`src/rtl/fmrq_pkg.sv`:
```
// Shared types and constants of the framed message receive queue.
`default_nettype none
package fmrq_pkg;

  localparam int SLOT_BYTES = 32;
  localparam int SLOT_COUNT = 8;

  localparam int BYTE_W    = 8;
  localparam int LEN_W     = 6;
  localparam int IDX_W     = $clog2(SLOT_BYTES);
  localparam int PTR_W     = $clog2(SLOT_COUNT);
  localparam int ADDR_W    = $clog2(SLOT_COUNT * SLOT_BYTES);
  localparam int CFG_IDX_W = 1;

  localparam logic [BYTE_W-1:0] START_BYTE_RESET = 8'd2;
  localparam logic [BYTE_W-1:0] END_BYTE_RESET   = 8'd3;
  localparam logic [BYTE_W-1:0] TERMINATOR       = 8'd0;

  localparam logic [CFG_IDX_W-1:0] REG_START_BYTE = 1'd0;
  localparam logic [CFG_IDX_W-1:0] REG_END_BYTE   = 1'd1;

  localparam logic ACT_RX_BYTE = 1'b0;
  localparam logic ACT_PULL    = 1'b1;

  typedef enum logic [1:0] {
    RS_EMPTY  = 2'd0,
    RS_NORMAL = 2'd1,
    RS_FULL   = 2'd2
  } ring_status_t;

  typedef enum logic {
    PS_IDLE,
    PS_PULL
  } pull_state_t;

  typedef struct packed {
    logic              action;
    logic [BYTE_W-1:0] rx_byte;
  } in_word_t;

  typedef struct packed {
    logic [BYTE_W-1:0] msg_byte;
    logic [LEN_W-1:0]  msg_length;
    logic              queue_was_empty;
    logic              last_of_run;
  } out_word_t;

endpackage
`default_nettype wire

```
`src/rtl/framed_message_receive_queue_top.sv`:
```
// Framed message receiver: a ring of message slots held in one byte memory.
//
// Input words carry an action and a byte. For a received byte (action 0),
// a start byte opens a frame in the slot at the write pointer
// (dropped when every slot holds a message), data bytes are stored, and an
// end byte stores a zero terminator and commits the slot.
// A pull (action 1) returns the oldest message one word per byte, terminator
// included, with last_of_run on the final word; an empty ring gives one word
// with queue_was_empty set. While a pull runs, in_stall is high.
// An accepted pull enters the pull state; each byte read passes the read
// data register, then the output register. The single read port gives one
// byte per cycle unless out_stall holds the words; the input is held for
// the pull, and the next word is taken in the cycle after the last read.
// When the receiver raises out_stall, the output register and the read data
// register hold their words and no new read is issued until one moves on.
// Reset (rst, synchronous) empties the ring, closes any open frame and loads
// start byte 2 and end byte 3; slot memory contents are not cleared.
// Configuration writes (cfg_we, cfg_index, cfg_data) are registered.
`default_nettype none
module framed_message_receive_queue_top
  import fmrq_pkg::*;
(
  input  wire logic                 clk,
  input  wire logic                 rst,
  input  wire logic                 cfg_we,
  input  wire logic [CFG_IDX_W-1:0] cfg_index,
  input  wire logic [BYTE_W-1:0]    cfg_data,
  input  wire logic                 in_valid,
  output logic                      in_stall,
  input  wire in_word_t             in_data,
  output logic                      out_valid,
  input  wire logic                 out_stall,
  output out_word_t                 out_data
);

  logic [BYTE_W-1:0] start_byte;
  logic [BYTE_W-1:0] end_byte;

  logic [BYTE_W-1:0] slot_mem [SLOT_COUNT*SLOT_BYTES];
  logic [BYTE_W-1:0] mem_q;
  logic [LEN_W-1:0]  slot_lengths [SLOT_COUNT];

  logic [PTR_W-1:0] read_pointer;
  logic [PTR_W-1:0] write_pointer;
  ring_status_t     ring_status;
  logic             frame_open;
  logic [IDX_W-1:0] fill_count;

  pull_state_t      state;
  pull_state_t      state_next;
  logic [LEN_W-1:0] pull_len;
  logic             pull_empty;
  logic [IDX_W-1:0] pull_idx;

  // Stage between the memory read and the output register.
  logic             s1_valid;
  logic [LEN_W-1:0] s1_len;
  logic             s1_empty;
  logic             s1_last;
  logic             s1_zero;

  logic             accept;
  logic             issue;
  logic             s1_move;
  logic             pull_last;
  logic [PTR_W-1:0] wp_inc;
  logic [PTR_W-1:0] rp_inc;
  logic             mem_we;
  logic [ADDR_W-1:0] wr_addr;
  logic [ADDR_W-1:0] rd_addr;
  logic [BYTE_W-1:0] wr_data;

  assign accept  = in_valid && !in_stall;
  assign s1_move = s1_valid && (!out_valid || !out_stall);
  assign wp_inc  = (write_pointer == PTR_W'(SLOT_COUNT - 1)) ? '0
                                                             : write_pointer + PTR_W'(1);
  assign rp_inc  = (read_pointer == PTR_W'(SLOT_COUNT - 1)) ? '0
                                                            : read_pointer + PTR_W'(1);
  assign pull_last = pull_empty || (pull_len == '0)
                     || (LEN_W'(pull_idx) + LEN_W'(1) == pull_len);

  assign wr_addr = ADDR_W'(write_pointer) * ADDR_W'(SLOT_BYTES) + ADDR_W'(fill_count);
  assign rd_addr = ADDR_W'(read_pointer) * ADDR_W'(SLOT_BYTES) + ADDR_W'(pull_idx);
  assign mem_we  = accept && (in_data.action == ACT_RX_BYTE) && frame_open;
  assign wr_data = (in_data.rx_byte == end_byte) ? TERMINATOR : in_data.rx_byte;

  // Next state.
  always_comb begin
    state_next = state;
    case (state)
      PS_IDLE: begin
        if (accept && in_data.action == ACT_PULL) begin
          state_next = PS_PULL;
        end
      end
      PS_PULL: begin
        if (issue && pull_last) begin
          state_next = PS_IDLE;
        end
      end
      default: state_next = PS_IDLE;
    endcase
  end

  // State outputs.
  always_comb begin
    in_stall = 1'b1;
    issue    = 1'b0;
    case (state)
      PS_IDLE: in_stall = 1'b0;
      PS_PULL: issue = !s1_valid || s1_move;
      default: in_stall = 1'b1;
    endcase
  end

  always_ff @(posedge clk) begin
    if (mem_we) begin
      slot_mem[wr_addr] <= wr_data;
    end
    if (issue) begin
      mem_q <= slot_mem[rd_addr];
    end
  end

  always_ff @(posedge clk) begin
    if (rst) begin
      start_byte    <= START_BYTE_RESET;
      end_byte      <= END_BYTE_RESET;
      read_pointer  <= '0;
      write_pointer <= '0;
      ring_status   <= RS_EMPTY;
      frame_open    <= 1'b0;
      fill_count    <= '0;
      state         <= PS_IDLE;
      s1_valid      <= 1'b0;
      out_valid     <= 1'b0;
      for (int i = 0; i < SLOT_COUNT; i++) begin
        slot_lengths[i] <= '0;
      end
    end else begin
      state <= state_next;

      if (cfg_we) begin
        case (cfg_index)
          REG_START_BYTE: start_byte <= cfg_data;
          REG_END_BYTE:   end_byte   <= cfg_data;
          default:        start_byte <= start_byte;
        endcase
      end

      if (accept && in_data.action == ACT_RX_BYTE) begin
        if (!frame_open) begin
          if (in_data.rx_byte == start_byte && ring_status != RS_FULL) begin
            frame_open <= 1'b1;
            fill_count <= '0;
          end
        end else if (in_data.rx_byte == end_byte) begin
          slot_lengths[write_pointer] <= LEN_W'(fill_count) + LEN_W'(1);
          write_pointer <= wp_inc;
          ring_status   <= (wp_inc == read_pointer) ? RS_FULL : RS_NORMAL;
          frame_open    <= 1'b0;
        end else begin
          fill_count <= (fill_count == IDX_W'(SLOT_BYTES - 1)) ? '0
                                                               : fill_count + IDX_W'(1);
        end
      end

      if (accept && in_data.action == ACT_PULL) begin
        pull_empty <= (ring_status == RS_EMPTY);
        pull_len   <= (ring_status == RS_EMPTY) ? '0 : slot_lengths[read_pointer];
        pull_idx   <= '0;
      end

      if (issue) begin
        s1_valid <= 1'b1;
        s1_len   <= pull_len;
        s1_empty <= pull_empty;
        s1_last  <= pull_last;
        s1_zero  <= pull_empty || (pull_len == '0);
        pull_idx <= pull_idx + IDX_W'(1);
        // The slot is freed once its last byte has been read.
        if (pull_last && !pull_empty) begin
          read_pointer <= rp_inc;
          ring_status  <= (rp_inc == write_pointer) ? RS_EMPTY : RS_NORMAL;
        end
      end else if (s1_move) begin
        s1_valid <= 1'b0;
      end

      if (s1_move) begin
        out_valid <= 1'b1;
        out_data.msg_byte        <= s1_zero ? TERMINATOR : mem_q;
        out_data.msg_length      <= s1_len;
        out_data.queue_was_empty <= s1_empty;
        out_data.last_of_run     <= s1_last;
      end else if (!out_stall) begin
        out_valid <= 1'b0;
      end
    end
  end

  a_empty_word_is_last: assert property (@(posedge clk) disable iff (rst)
    out_valid && out_data.queue_was_empty |-> out_data.last_of_run)
    else $error("empty pull word without last flag");

  a_full_pointers: assert property (@(posedge clk) disable iff (rst)
    (ring_status == RS_FULL) || (ring_status == RS_EMPTY) |-> write_pointer == read_pointer)
    else $error("ring status disagrees with pointers");

  a_open_not_full: assert property (@(posedge clk) disable iff (rst)
    frame_open |-> ring_status != RS_FULL)
    else $error("frame open while ring is full");

endmodule
`default_nettype wire
```
`config.mk`:
```
export PLATFORM = sky130hd
export DESIGN_NAME = framed_message_receive_queue_top
export DESIGN_NICKNAME = d
export VERILOG_FILES = /design/src/rtl/fmrq_pkg.sv /design/src/rtl/framed_message_receive_queue_top.sv
export SDC_FILE = /design/constraint.sdc
export NUM_CORES = 2
export LEC_CHECK = 0
export BUFFER_PORTS_ARGS = -buffer_cell sky130_fd_sc_hd__buf_4
export CORE_UTILIZATION = 45
export DETAILED_ROUTE_END_ITERATION = 7
export PLACE_DENSITY = 0.62
export SETUP_SLACK_MARGIN = 0.15
export SLEW_MARGIN = 20
export SYNTH_ARGS = -nofsm -noshare
export SYNTH_HDL_FRONTEND = slang
export SYNTH_SLANG_ARGS = --single-unit
```
`constraint.sdc`:
```
create_clock -name clk -period 5.2 [get_ports clk]
set_input_delay 1.04 -clock clk [delete_from_list [all_inputs] [get_ports clk]]
set_output_delay 1.04 -clock clk [all_outputs]
set_load 0.1 [all_outputs]
```
==> flow_summary_export.csv <==
group,metric,value,unit
global_routing,grt_pass1_wl,328200,um
logic_synthesis,yosysUniqueCellTypes,73,
logic_synthesis,mapped_cells,4375,
clock_network,clock_path_buffers,3,
run,max-cap-violations,0,
layout,final_nets,4568,
clock_network,insertion_delay_of_the_later_clocked_pin_in_the_worst_skew_pair,0.87,ns
hold_path,min_delay_worst_endpoint,"end_byte[0]",
hold_path,hold_path_startpoint,"cfg_data[0]",
critical_path,crit_path_max_fanout,45,
placement,portBuffers,40,
critical_path,critical_path_class,"flip-flop to flip-flop",
pwr,powerDensity,376.5,nW/um^2
placement,gp_routability_congestion,0.9251,
logic_synthesis,syn-num-nets,4408,
timing,slew_viol_final,0,
critical_path,reg2reg_slack,1.03,ns
layout,area_delta_synth_final,11.69,%
critical_path,critical_path.slowest_cell,"sky130_fd_sc_hd__a211oi_1",
pwr,static-leakage-power,30.24,nW
timing,tns,0,ns
logic_synthesis,synth_enable_flop_cells,2141,
global_routing,grt_max_degree,213,
clock_network,tritoncts_clock_tree,"yes",
global_routing,grt-ovfl-total,0,
critical_path,worstSetupEndpointType,"flip-flop",
critical_path,max_stage_delay,0.86,ns
critical_path,arrival,4.75,ns
critical_path,timing.critical_path.required,5.78,ns
critical_path,r2r_start,"pull_idx[0]",
timing,rsz0062_at_grt,"no",
placement,dpl-instance-area,89040,um^2
floorplanning,die_area,192700,um^2
logic_synthesis,syn_avg_cell_area,19.64,um^2
floorplanning,start_util,45.22,%
layout,finalNonFillerCells,7229,
routing,drc_errors,0,
routing,drtPass1Iterations,6,
routing,vias,44757,
logic_synthesis,yosys.area.top_type_share,74.83,%
timing,timing_worst_slew_pin_value,1.210,ns
timing,slew-limit-headroom,17.23,%
global_routing,grt_antenna_before_repair,5,
logic_synthesis,synth_ff_type,"sky130_fd_sc_hd__edfxtp_1",
clock_network,buffers_inserted_during_post_cts_setup_optimization,0,
pwr,power.ir.vdd_worst,0.0003108,V
critical_path,reg2reg_to,"mem_q[4]",
clock_network,cts-resized-gates,0,
pwr,power.total,0.03612,W
critical_path,path_buf_inv,2,
routing,average_wire_per_cell_in_the_routed_design,31.98,um
floorplanning,die_height,438.9,um
clock_network,clock_tree.htree_level_count,4,
layout,post_route_cells_drive_above_1_share,18.67,%
routing,ant_nets,0,
layout,filler_cell_count,15110,
logic_synthesis,synthesis.area,85910,um^2
logic_synthesis,netlist_top_cells_area,"sky130_fd_sc_hd__edfxtp_1 75%, sky130_fd_sc_hd__mux4_2 8.5%, sky130_fd_sc_hd__mux2i_1 4.1%, sky130_fd_sc_hd__nor2_1 1.7%, sky130_fd_sc_hd__mux4_1 1.6%",
logic_synthesis,yosys_warnings,0,
critical_path,crit_path_leading_delay_family,"compound AO/OA/AOI/OAI gates",
hold_path,min_delay_worst_type,"primary input to flip-flop",
timing,setup_violations,0,
global_routing,first_global_vias,43877,
floorplanning,chipWidth,438.9,um
layout,final_area,95960,um^2
routing,count_of_routing_violations_after_the_opening_detailed_route_iteration,5714,
clock_network,tritoncts.num_buffers,217,
critical_path,critPathMostFrequentCell,"sky130_fd_sc_hd__buf_12",
timing,achievable-frequency,239.8,MHz
logic_synthesis,synthDominantAreaCellType,"sky130_fd_sc_hd__edfxtp_1",
run_status,outcome,"complete, no violations",
clock_network,ctsHoldBuffers,0,
routing,totalWireLength,231200,um
clock_network,root_buffer_selected_by_cts,"sky130_fd_sc_hd__clkbuf_16",
logic_synthesis,synth_top_cells_by_count,"2141 x sky130_fd_sc_hd__edfxtp_1, 379 x sky130_fd_sc_hd__nor2_1, 354 x sky130_fd_sc_hd__mux2i_1, 323 x sky130_fd_sc_hd__mux4_2, 140 x sky130_fd_sc_hd__o221ai_1",
placement,detailedPlacementHpwl,144200,um
critical_path,ff2ff_path_depth,7,
global_routing,grt.total_usage,23.89,%
timing,timing.final.crit_period,4.171,ns
logic_synthesis,synthMostInstantiatedCell,"sky130_fd_sc_hd__edfxtp_1",
clock_network,clk_pin_slew,0.07,ns
floorplanning,core_area,190000,um^2
floorplanning,top_ports,41,
critical_path,cp_cell_sequence,"buf_12 -> buf_12 -> mux4_1 -> mux4_2 -> a311o_1 -> a211oi_1 -> nor4_1",
logic_synthesis,ys_seq_elements,2174,
timing,period_share,80.21,%
layout,final_util,50.51,%
placement,cell_count_after_placement,6824,
hold_path,timing.hold.worst_path_depth,3,
logic_synthesis,yosysSeqAreaShare,75.60,%
timing,worst_clock_skew,0.04821,ns
clock_network,clock_sinks,2174,
timing,timing_hold_violations_final,0,
floorplanning,placementRows,160,
routing,via_cell_ratio,6.191,
logic_synthesis,ys_async_sr_fraction,0,%
critical_path,worst_setup_path_start_kind,"flip-flop",
[how the worst max path moves through the flow]
stage | start | slack, ns | cells past startpoint | end
detailed placement | in_data[3] | 0.92 | 6 | slot_mem[180][2]
global placement | pull_idx[0] | 1.0 | 7 | mem_q[4]
global route | pull_idx[0] | 0.91 | 7 | mem_q[4]
CTS | pull_idx[4] | 0.91 | 8 | mem_q[2]
floorplan | in_data[3] | 1.47 | 4 | slot_mem[0][0]
finish | pull_idx[0] | 1.03 | 7 | mem_q[4]
[stage by stage]
step / hold slack [ns] / setup WS [ns]
finish: 0.4104 / 1.029
global route: 0.3940 / 0.9082
CTS: 0.3572 / 0.9103
detailed placement: 0.4107 / 0.9210
global placement: 0.4098 / 0.9958
floorplan: 0.4003 / 1.473
[tightest hold or removal path: cells and delay by family]
family,cells,cell delay [ns]
buf+inv,1,0.09
simple gates,2,0.10
[power breakdown]
part,switching [W],leakage [nW],total [W],internal [W]
Sequential,0.0000334,19.5,0.0193,0.0193
Clock,0.00669,3.31,0.0151,0.00840
Combinational,0.00114,7.40,0.00171,0.000571
Total,0.00786,30.2,0.0361,0.0283
[cells in the final DEF, fill, tap and decap left out, types with 38 or more instances in the layout]
cell                           n
sky130_fd_sc_hd__mux4_1       53
sky130_fd_sc_hd__mux4_2      323
sky130_fd_sc_hd__nor3_1       64
sky130_fd_sc_hd__o22ai_1      71
sky130_fd_sc_hd__nand2_1     108
sky130_fd_sc_hd__clkinv_1     53
sky130_fd_sc_hd__nor2_1      365
sky130_fd_sc_hd__o221ai_1    140
sky130_fd_sc_hd__clkbuf_16   219
sky130_fd_sc_hd__clkinv_2     38
sky130_fd_sc_hd__edfxtp_1   2141
sky130_fd_sc_hd__clkbuf_1     54
sky130_fd_sc_hd__buf_4       165
sky130_fd_sc_hd__a21oi_1     113
sky130_fd_sc_hd__mux2i_1     354
[sequential cells by signal (all words and copies together), names as in the netlist, 2 cells and up]
| register | flops |
|---|---|
| end_byte | 8 |
| fill_count | 5 |
| mem_q | 8 |
| out_data | 16 |
| pull_idx | 5 |
| pull_len | 6 |
| read_pointer | 3 |
| ring_status | 2 |
| s1_len | 6 |
| slot_lengths | 48 |
| slot_mem | 2048 |
| start_byte | 8 |
| write_pointer | 3 |
[layer usage]
layer  global-route usage (%)  routed length [um]
met1                    34.03               95630
met2                    37.20              108600
met3                    4.646               19600
met4                    7.621                7284
met5                        0                  12
[cell type report]
cell class | count | area (um^2) | area share, %
flip-flops and latches | 2174 | 64950 | 67.69
multi-input cells | 1937 | 19170 | 19.98
clock buffers | 273 | 5683 | 5.922
well taps | 2511 | 3142 | 3.274
repair buffers | 193 | 1814 | 1.891
clock inverters | 124 | 1127 | 1.175
inverters | 12 | 52.55 | 0.05477
diodes | 5 | 12.51 | 0.01304
[kinds of logic (layout without fill, tap and decap cells)]
kind of cell | after synthesis | count (layout) | synth area share [%]
AOI/OAI and AO/OA | 453 | 453 | 3.752
other | 0 | 5 | 0
xor gates and xnor gates | 32 | 32 | 0.3262
and+or+nand+nor | 695 | 695 | 3.504
buffers and inverters | 264 | 602 | 2.236
adders and majority gates | 10 | 10 | 0.1456
DFF | 2174 | 2174 | 75.60
muxes | 747 | 747 | 14.44
(Power assumes the default switching activity.)
